`src/sv/bfau_pkg.sv`:
```
`timescale 1ns / 1ps
// Shared constants, types and a helper function for the GF(2^m) arithmetic unit.
// No dependencies.
package bfau_pkg;

    localparam int FIELD_DEGREE = 256;
    localparam int FIELD_WORDS  = 4;
    localparam int WORD_W       = 64;
    localparam int IDX_W        = 2;
    localparam int MOD_REGS     = 4;
    localparam int CNT_W        = $clog2(FIELD_DEGREE);
    localparam int FLAT_W       = FIELD_WORDS * WORD_W;
    localparam int MOD_W        = MOD_REGS * WORD_W;
    localparam logic [WORD_W-1:0] MOD_RESET0 = 64'd1061;

    typedef enum logic [1:0] {
        OP_ADD,
        OP_MUL,
        OP_SQR,
        OP_INV
    } t_op;

    typedef enum logic [1:0] {
        SRC_A,
        SRC_B,
        SRC_P,
        SRC_R
    } t_src;

    typedef enum logic {
        DST_P,
        DST_R
    } t_dst;

    typedef struct packed {
        logic load_add;
        logic init_inv;
        logic start;
        t_src x_sel;
        t_src y_sel;
        t_dst dst;
    } t_cmd;

    // Bits of operand word w that lie below the field degree.
    function automatic logic [WORD_W-1:0] word_mask(input logic [IDX_W-1:0] w);
        int base;
        base = WORD_W * int'(w);
        if (base >= FIELD_DEGREE) begin
            return '0;
        end else if (FIELD_DEGREE - base >= WORD_W) begin
            return '1;
        end else begin
            return (64'd1 << (FIELD_DEGREE - base)) - 64'd1;
        end
    endfunction

endpackage

```
`src/sv/binary_field_arithmetic_unit.sv`:
```
`timescale 1ns / 1ps
// A non-last word only fills the operand stores. Add forms its result from the stores,
// passes through the wait state and then outputs it; multiply and square run the multiplier
// once. The bit-serial multiplier does one bit per cycle; inversion
// runs m-1 square-and-multiply rounds on it. One operation is in flight at a time.
// Results leave as FIELD_WORDS transactions, one word per cycle when taken.
// Reset (synchronous, active low) idles the unit and restores the modulus to x^256+x^10+x^5+x^2+1.
module binary_field_arithmetic_unit (
    input  logic                          i_clk,
    input  logic                          i_rst_n,
    // Configuration write port.
    input  logic                          i_cfg_we,
    input  logic [1:0]                    i_cfg_idx,
    input  logic [bfau_pkg::WORD_W-1:0]   i_cfg_data,
    // Operand channel.
    input  logic                          i_valid,
    output logic                          o_ready,
    input  logic [1:0]                    i_opcode,
    input  logic [bfau_pkg::IDX_W-1:0]    i_word_index,
    input  logic [bfau_pkg::WORD_W-1:0]   i_a_word,
    input  logic [bfau_pkg::WORD_W-1:0]   i_b_word,
    input  logic                          i_last_word,
    // Result channel.
    output logic                          o_valid,
    input  logic                          i_ready,
    output logic [bfau_pkg::IDX_W-1:0]    o_result_index,
    output logic [bfau_pkg::WORD_W-1:0]   o_result_word,
    output logic                          o_result_last
);

    bfau_pkg::t_cmd cmd;
    logic           done;
    logic           store;

    // Every accepted transaction writes its operand words into the stores.
    assign store = i_valid && o_ready;

    // The controller only advances on transactions whose last flag is set.
    bfau_ctrl u_ctrl (
        .i_clk       (i_clk),
        .i_rst_n     (i_rst_n),
        .i_valid     (i_valid),
        .o_ready     (o_ready),
        .i_opcode    (i_opcode),
        .i_last_word (i_last_word),
        .i_done      (done),
        .o_cmd       (cmd),
        .o_valid     (o_valid),
        .i_ready     (i_ready),
        .o_out_idx   (o_result_index),
        .o_last      (o_result_last)
    );

    bfau_datapath u_datapath (
        .i_clk         (i_clk),
        .i_rst_n       (i_rst_n),
        .i_cfg_we      (i_cfg_we),
        .i_cfg_idx     (i_cfg_idx),
        .i_cfg_data    (i_cfg_data),
        .i_store       (store),
        .i_word_index  (i_word_index),
        .i_a_word      (i_a_word),
        .i_b_word      (i_b_word),
        .i_cmd         (cmd),
        .i_out_idx     (o_result_index),
        .o_done        (done),
        .o_result_word (o_result_word)
    );

    // The unit never takes operands while results are being delivered.
    a_no_overlap: assert property (@(posedge i_clk) disable iff (!i_rst_n)
        o_valid |-> !o_ready) else $error("operand accepted during result output");

    // The last flag marks exactly the top result word.
    a_last_flag: assert property (@(posedge i_clk) disable iff (!i_rst_n)
        o_valid |-> (o_result_last ==
            (o_result_index == bfau_pkg::IDX_W'(bfau_pkg::FIELD_WORDS - 1))))
        else $error("result last flag mismatch");

    // After the final result word is taken the unit returns to idle.
    a_end_idle: assert property (@(posedge i_clk) disable iff (!i_rst_n)
        (o_valid && i_ready && o_result_last) |=> (!o_valid && o_ready))
        else $error("unit not idle after final result");

    // The multiplier never reports completion while operands are being loaded.
    a_done_busy: assert property (@(posedge i_clk) disable iff (!i_rst_n)
        done |-> !o_ready) else $error("multiplier done while idle");

endmodule

```
`src/sv/bfau_datapath.sv`:
```
`timescale 1ns / 1ps
// Datapath: operand stores, modulus registers, result registers and a
// bit-serial interleaved modular multiplier. Depends on bfau_pkg.
module bfau_datapath (
    input  logic                                i_clk,
    input  logic                                i_rst_n,
    input  logic                                i_cfg_we,
    input  logic [1:0]                          i_cfg_idx,
    input  logic [bfau_pkg::WORD_W-1:0]         i_cfg_data,
    input  logic                                i_store,
    input  logic [bfau_pkg::IDX_W-1:0]          i_word_index,
    input  logic [bfau_pkg::WORD_W-1:0]         i_a_word,
    input  logic [bfau_pkg::WORD_W-1:0]         i_b_word,
    input  bfau_pkg::t_cmd                      i_cmd,
    input  logic [bfau_pkg::IDX_W-1:0]          i_out_idx,
    output logic                                o_done,
    output logic [bfau_pkg::WORD_W-1:0]         o_result_word
);

    logic [bfau_pkg::FIELD_WORDS-1:0][bfau_pkg::WORD_W-1:0] r_a_st;
    logic [bfau_pkg::FIELD_WORDS-1:0][bfau_pkg::WORD_W-1:0] r_b_st;
    logic [bfau_pkg::MOD_REGS-1:0][bfau_pkg::WORD_W-1:0]    r_mod;
    logic [bfau_pkg::FIELD_DEGREE-1:0] r_p;
    logic [bfau_pkg::FIELD_DEGREE-1:0] r_r;
    logic [bfau_pkg::FIELD_DEGREE-1:0] r_mx;
    logic [bfau_pkg::FIELD_DEGREE-1:0] r_my;
    logic [bfau_pkg::FIELD_DEGREE-1:0] r_acc;
    logic [bfau_pkg::CNT_W-1:0]        r_cnt;
    logic                              r_busy;
    logic                              r_done;
    bfau_pkg::t_dst                    r_dst;

    logic [bfau_pkg::FIELD_DEGREE-1:0] a_val;
    logic [bfau_pkg::FIELD_DEGREE-1:0] b_val;
    logic [bfau_pkg::FIELD_DEGREE-1:0] poly_low;
    logic [bfau_pkg::FIELD_DEGREE-1:0] n_acc;
    logic [bfau_pkg::FLAT_W-1:0]       result_flat;
    logic [bfau_pkg::FLAT_W-1:0]       a_flat;
    logic [bfau_pkg::FLAT_W-1:0]       b_flat;
    logic [bfau_pkg::MOD_W-1:0]        mod_flat;

    function automatic logic [bfau_pkg::FIELD_DEGREE-1:0] pick(
        input bfau_pkg::t_src s,
        input logic [bfau_pkg::FIELD_DEGREE-1:0] a,
        input logic [bfau_pkg::FIELD_DEGREE-1:0] b,
        input logic [bfau_pkg::FIELD_DEGREE-1:0] p,
        input logic [bfau_pkg::FIELD_DEGREE-1:0] r
    );
        case (s)
            bfau_pkg::SRC_A: return a;
            bfau_pkg::SRC_B: return b;
            bfau_pkg::SRC_P: return p;
            default:         return r;
        endcase
    endfunction

    assign a_flat   = r_a_st;
    assign b_flat   = r_b_st;
    assign mod_flat = r_mod;
    assign a_val    = a_flat[bfau_pkg::FIELD_DEGREE-1:0];
    assign b_val    = b_flat[bfau_pkg::FIELD_DEGREE-1:0];
    assign poly_low = mod_flat[bfau_pkg::FIELD_DEGREE-1:0];

    // One MSB-first step: multiply the partial result by x, reduce, add y if the top bit of x is set.
    always_comb begin
        n_acc = {r_acc[bfau_pkg::FIELD_DEGREE-2:0], 1'b0};
        if (r_acc[bfau_pkg::FIELD_DEGREE-1]) begin
            n_acc = n_acc ^ poly_low;
        end
        if (r_mx[bfau_pkg::FIELD_DEGREE-1]) begin
            n_acc = n_acc ^ r_my;
        end
    end

    assign result_flat   = bfau_pkg::FLAT_W'(r_r);
    assign o_result_word = result_flat[i_out_idx*bfau_pkg::WORD_W +: bfau_pkg::WORD_W];
    assign o_done        = r_done;

    always_ff @(posedge i_clk) begin
        if (!i_rst_n) begin
            r_mod  <= bfau_pkg::MOD_W'(bfau_pkg::MOD_RESET0);
            r_busy <= 1'b0;
            r_done <= 1'b0;
            r_r    <= '0;
            r_p    <= '0;
        end else begin
            // Completion is flagged for one cycle after the final multiplier step.
            r_done <= r_busy && !i_cmd.start && (r_cnt == '0);
            if (i_cfg_we) begin
                r_mod[i_cfg_idx] <= i_cfg_data;
            end
            if (i_store && (int'(i_word_index) < bfau_pkg::FIELD_WORDS)) begin
                r_a_st[i_word_index] <= i_a_word & bfau_pkg::word_mask(i_word_index);
                r_b_st[i_word_index] <= i_b_word & bfau_pkg::word_mask(i_word_index);
            end
            if (i_cmd.load_add) begin
                r_r <= a_val ^ b_val;
            end
            if (i_cmd.init_inv) begin
                r_p <= a_val;
                r_r <= bfau_pkg::FIELD_DEGREE'(1);
            end
            if (i_cmd.start) begin
                r_mx   <= pick(i_cmd.x_sel, a_val, b_val, r_p, r_r);
                r_my   <= pick(i_cmd.y_sel, a_val, b_val, r_p, r_r);
                r_acc  <= '0;
                r_cnt  <= bfau_pkg::CNT_W'(bfau_pkg::FIELD_DEGREE - 1);
                r_dst  <= i_cmd.dst;
                r_busy <= 1'b1;
            end else if (r_busy) begin
                r_acc <= n_acc;
                r_mx  <= {r_mx[bfau_pkg::FIELD_DEGREE-2:0], 1'b0};
                r_cnt <= r_cnt - bfau_pkg::CNT_W'(1);
                if (r_cnt == '0) begin
                    r_busy <= 1'b0;
                    if (r_dst == bfau_pkg::DST_P) begin
                        r_p <= n_acc;
                    end else begin
                        r_r <= n_acc;
                    end
                end
            end
        end
    end

endmodule

```
`src/sv/bfau_ctrl.sv`:
```
`timescale 1ns / 1ps
// Controller: sequences operand loading, multiplier runs and result output.
// Depends on bfau_pkg.
module bfau_ctrl (
    input  logic                          i_clk,
    input  logic                          i_rst_n,
    input  logic                          i_valid,
    output logic                          o_ready,
    input  logic [1:0]                    i_opcode,
    input  logic                          i_last_word,
    input  logic                          i_done,
    output bfau_pkg::t_cmd                o_cmd,
    output logic                          o_valid,
    input  logic                          i_ready,
    output logic [bfau_pkg::IDX_W-1:0]    o_out_idx,
    output logic                          o_last
);

    typedef enum logic [2:0] {
        S_IDLE,
        S_WAIT,
        S_MUL,
        S_INV_START,
        S_INV_SQ,
        S_INV_MU,
        S_OUT
    } t_state;

    t_state                       r_state;
    bfau_pkg::t_cmd               r_cmd;
    bfau_pkg::t_cmd               n_cmd;
    logic [bfau_pkg::CNT_W-1:0]   r_k;
    logic [bfau_pkg::IDX_W-1:0]   r_idx;
    logic                         r_valid;

    localparam logic [bfau_pkg::IDX_W-1:0] LAST_IDX =
        bfau_pkg::IDX_W'(bfau_pkg::FIELD_WORDS - 1);

    assign o_ready   = (r_state == S_IDLE);
    assign o_cmd     = r_cmd;
    assign o_valid   = r_valid;
    assign o_out_idx = r_idx;
    assign o_last    = (r_idx == LAST_IDX);

    // Datapath command for the next cycle.
    always_comb begin
        n_cmd = '0;
        case (r_state)
            S_IDLE: begin
                if (i_valid && i_last_word) begin
                    case (bfau_pkg::t_op'(i_opcode))
                        bfau_pkg::OP_ADD: begin
                            n_cmd.load_add = 1'b1;
                        end
                        bfau_pkg::OP_MUL: begin
                            n_cmd.start = 1'b1;
                            n_cmd.x_sel = bfau_pkg::SRC_A;
                            n_cmd.y_sel = bfau_pkg::SRC_B;
                            n_cmd.dst   = bfau_pkg::DST_R;
                        end
                        bfau_pkg::OP_SQR: begin
                            n_cmd.start = 1'b1;
                            n_cmd.x_sel = bfau_pkg::SRC_A;
                            n_cmd.y_sel = bfau_pkg::SRC_A;
                            n_cmd.dst   = bfau_pkg::DST_R;
                        end
                        default: begin
                            n_cmd.init_inv = 1'b1;
                        end
                    endcase
                end
            end
            S_INV_START: begin
                n_cmd.start = 1'b1;
                n_cmd.x_sel = bfau_pkg::SRC_P;
                n_cmd.y_sel = bfau_pkg::SRC_P;
                n_cmd.dst   = bfau_pkg::DST_P;
            end
            S_INV_SQ: begin
                if (i_done) begin
                    n_cmd.start = 1'b1;
                    n_cmd.x_sel = bfau_pkg::SRC_R;
                    n_cmd.y_sel = bfau_pkg::SRC_P;
                    n_cmd.dst   = bfau_pkg::DST_R;
                end
            end
            S_INV_MU: begin
                if (i_done && (r_k != '0)) begin
                    n_cmd.start = 1'b1;
                    n_cmd.x_sel = bfau_pkg::SRC_P;
                    n_cmd.y_sel = bfau_pkg::SRC_P;
                    n_cmd.dst   = bfau_pkg::DST_P;
                end
            end
            default: begin
                n_cmd = '0;
            end
        endcase
    end

    always_ff @(posedge i_clk) begin
        if (!i_rst_n) begin
            r_state <= S_IDLE;
            r_cmd   <= '0;
            r_k     <= '0;
            r_idx   <= '0;
            r_valid <= 1'b0;
        end else begin
            r_cmd <= n_cmd;
            case (r_state)
                S_IDLE: begin
                    if (i_valid && i_last_word) begin
                        case (bfau_pkg::t_op'(i_opcode))
                            bfau_pkg::OP_ADD: begin
                                r_state <= S_WAIT;
                            end
                            bfau_pkg::OP_MUL: begin
                                r_state <= S_MUL;
                            end
                            bfau_pkg::OP_SQR: begin
                                r_state <= S_MUL;
                            end
                            default: begin
                                r_k     <= bfau_pkg::CNT_W'(bfau_pkg::FIELD_DEGREE - 2);
                                r_state <= S_INV_START;
                            end
                        endcase
                    end
                end
                S_WAIT: begin
                    r_idx   <= '0;
                    r_valid <= 1'b1;
                    r_state <= S_OUT;
                end
                S_MUL: begin
                    if (i_done) begin
                        r_idx   <= '0;
                        r_valid <= 1'b1;
                        r_state <= S_OUT;
                    end
                end
                S_INV_START: begin
                    r_state <= S_INV_SQ;
                end
                S_INV_SQ: begin
                    if (i_done) begin
                        r_state <= S_INV_MU;
                    end
                end
                S_INV_MU: begin
                    if (i_done) begin
                        if (r_k == '0) begin
                            r_idx   <= '0;
                            r_valid <= 1'b1;
                            r_state <= S_OUT;
                        end else begin
                            r_k     <= r_k - bfau_pkg::CNT_W'(1);
                            r_state <= S_INV_SQ;
                        end
                    end
                end
                S_OUT: begin
                    if (i_ready) begin
                        if (r_idx == LAST_IDX) begin
                            r_valid <= 1'b0;
                            r_state <= S_IDLE;
                        end else begin
                            r_idx <= r_idx + bfau_pkg::IDX_W'(1);
                        end
                    end
                end
                default: begin
                    r_valid <= 1'b0;
                    r_state <= S_IDLE;
                end
            endcase
        end
    end

endmodule

```
`config.mk`:
```
export PLATFORM = sky130hd
export DESIGN_NAME = binary_field_arithmetic_unit
export DESIGN_NICKNAME = d
export VERILOG_FILES = /design/src/sv/bfau_pkg.sv /design/src/sv/binary_field_arithmetic_unit.sv /design/src/sv/bfau_datapath.sv /design/src/sv/bfau_ctrl.sv
export SDC_FILE = /design/constraint.sdc
export NUM_CORES = 2
export LEC_CHECK = 0
export BUFFER_PORTS_ARGS = -buffer_cell sky130_fd_sc_hd__buf_2
export CAP_MARGIN = 40
export CORE_AREA = 2 2 670 339
export DETAILED_ROUTE_END_ITERATION = 10
export DIE_AREA = 0 0 672 341
export HOLD_SLACK_MARGIN = 0.02
export PLACE_DENSITY = 0.61
export REMOVE_ABC_BUFFERS = 1
export SYNTH_ARGS = -nofsm -noshare
export SYNTH_HDL_FRONTEND = slang
export SYNTH_SLANG_ARGS = --single-unit
```
`constraint.sdc`:
```
create_clock -name i_clk -period 41.4 [get_ports i_clk]
set_input_delay 12.42 -clock i_clk [delete_from_list [all_inputs] [get_ports i_clk]]
set_output_delay 12.42 -clock i_clk [all_outputs]
set_load 0.005 [all_outputs]
```
==> metrics.txt <==
status complete, but fails checks; failing checks slew limit; setup slack, reg-to-reg 36.98 ns; Seq/Total Area, Yosys 54.50%; die height 341 um; layout cell share with drive strength beyond 1 20.22%; DP Cell Count 10,340; CTS Buf Count 195; Reg clk slew, reported paths 0.07 ns; worst skew pair latency 0.87 ns; Max Clock Freq 60.31 MHz; GR Util met3 4.952%; Pwr per Cell Area 43.51 nW/um2; met1 Usage GRT 39.64%; met2 Usage GRT 39.70%; Hold Buf Count CTS 0; CTS Sinks 2,080; Reg area 54,570 um2; global route hottest layer met2; fin nets 7,749; count of cell types in the netlist 58; number of synthesized flops with an enable pin 1,289; Resized Gates After CTS 0; YS warnings 0; Routed WL 308,700 um; worst hold slack 0.4561 ns; first-pass GRT wire length 453,600 um; Most used DFF post-synth edfxtp_1; FILL cells 19,020; hold endpoint u_datapath.mod_flat[128]; fin crit period 16.58 ns; Cells after Synth 7,695; clk buf depth 4; total track usage 26.49%; startpoint types flop; global placement routability congestion 0.7968; per-cell routed wire length 28.82 um; Non-Filler Instances 10,710; pins over their slew limit 44; Initial Utilization 44.82%; final core utilization 49.51%; Yosys top cell area share 38.68%; worst vdd ir 0.03338 mV; RSZ-0062 raised after global routing no; post-detail-place hpwl 176,300 um; slew margin rel. -5.035%; # rows 123; CTS root buf clkbuf_16; vias per cell 6.240; DRC viols 0; CP Max Fanout 26; max_cap viols 0; GRT overflow 0; Final ANT Viol Nets 0; largest cells by area after synthesis edfxtp_1 (39%), dfxtp_1 (16%), mux4_2 (13%); Final Power 4.810 mW; DR pass1 iterations 6; critical path type flop to output pin; die area 229,200 um2; Chip Width 672 um; hold path startpoint u_datapath.mod_flat[128]; Tcrit/Tclk final 40.05%; # setup viols final 0; initial antenna violation count 57; Tightest Hold Check Type flop to flop; pin count of the biggest net entering global routing 202; critical path endpoint category output pin; Setup WS post-layout 24.82 ns; postcts setup bufs 0; hold depth 2; data arrival time of the critical path 4.16 ns; TritonCTS clock tree done; Req. time, crit path 28.98 ns; via count 66,840; Least-Margin Pin Slew 1.576 ns; reg2reg start u_ctrl.o_cmd[1]; vias in the first global route 65,350; quantity of I/O buffers inserted on ports 272; initial DRC count 7,704; area growth from synthesis to layout 10.47%; #FFs+latches synth 2,080; r2r endpoint u_datapath.r_my[120]; core box area 223,300 um2; area of the multi-input gates 42,610 um2; Async SR Flop Fraction 0%; count of final hold-check violations 0; syn avg cell area 13.01 um2; io pins 273; dominant cell type by area after synthesis edfxtp_1; R2R depth 6; pre-CTS setup slack 24.92 ns; H-tree Lvls 4; mapped cell area 100,100 um2; Leakage 37.44 nW; Setup Skew 0.04208 ns
-- critical path, cell delays in order, from the launching register on --
cell and delay, ns:
dfxtp_4 0.82, buf_4 0.77, buf_4 0.81, mux4_2 0.65, buf_2 0.15
-- cell usage after synthesis, drive strengths merged, types with 2 or more instances --
cell / count
dfxtp: 791
nand2: 1041
inv: 15
xnor3: 255
o21a: 256
or2: 2
or3b: 3
nor3: 8
clkbuf: 636
mux4: 576
nand4: 2
a2111oi: 255
a211oi: 511
or3: 5
or4: 2
xnor2: 260
o211ai: 2
nand2b: 7
mux2: 256
a31oi: 5
and2: 5
nand4b: 2
ha: 13
nor2: 777
o21ai: 6
xor2: 2
buf: 138
edfxtp: 1289
nor4: 4
nand3: 11
and3: 6
o22ai: 2
o21bai: 2
a21oi: 263
mux2i: 4
nor2b: 260
a21o: 2
o221a: 2
nor3b: 5
-- layer usage --
metal	vias up	routed length (um)	part of all wire, %
met3	495	29100	9.4
met2	3592	137000	44
li1	28420	-	-
met4	12	7218	2.3
met1	34330	135300	44
met5	-	76	0.025
-- logic make-up after synthesis --
group	after synthesis	synth area share (%)
compound gates	1314	9.515
fa+ha+maj	13	0.1625
simple gates	2146	8.904
xor+xnor	517	8.031
mux	836	15.88
buf+inv	789	3.005
flops	2080	54.50
-- worst max path at each step --
stage | end | slack, ns | start | cells after the start
after floorplan | u_datapath.r_acc[0] | -7.74 | i_rst_n | 2
after global placement | u_datapath.r_acc[0] | 24.47 | i_rst_n | 6
after detailed placement | u_datapath.r_mx[4] | 24.92 | i_rst_n | 8
after CTS | o_result_word[4] | 24.73 | u_ctrl.o_out_idx[0] | 4
after global routing | o_result_word[4] | 24.71 | u_ctrl.o_out_idx[0] | 4
final | o_result_word[2] | 24.82 | u_ctrl.o_out_idx[0] | 4
-- layout make-up --
type	count	area share [%]
clock buffers	291	5.097
diodes	22	0.04980
inverters	15	0.05772
flip-flops and latches	2080	49.36
repair buffers	414	2.995
clock inverters	64	0.5036
multi-input cells	4826	38.54
well taps	3000	3.395
-- flip-flops by register name, summed over array words and instances (netlist names), 256 cells and up --
register / count
u_datapath.b_flat: 256
u_datapath.r_p: 256
u_datapath.r_acc: 256
u_datapath.r_mx: 256
u_datapath.mod_flat: 256
u_datapath.r_r: 256
u_datapath.r_my: 256
u_datapath.a_flat: 256
-- layout by cell type, fill, tap and decap left out, types with 260 or more instances in the layout --
cell / netlist / routed
edfxtp_1: 1289 / 1289
nand2_1: 1041 / 1041
dfxtp_1: 791 / 783
nor2_1: 777 / 775
mux4_2: 576 / 576
a211oi_1: 511 / 511
buf_2: 37 / 271
a21oi_1: 263 / 263
nor2b_1: 260 / 260
xnor2_1: 260 / 260
-- metrics by stage --
step / cell area (um2) / setup TNS [ns]
floorplan: 97130 / -4026.03
global placement: 103400 / 0
detailed placement: 104300 / 0
CTS: 110500 / 0
global route: 110500 / 0
finish: 110600 / 0
-- report_power, final --
| group | total, mW | internal (mW) | switching (mW) |
|---|---|---|---|
| clock network | 1.81 | 0.997 | 0.814 |
| registers | 2.42 | 2.35 | 0.0743 |
| logic | 0.579 | 0.248 | 0.331 |
(Power assumes the default switching activity.)
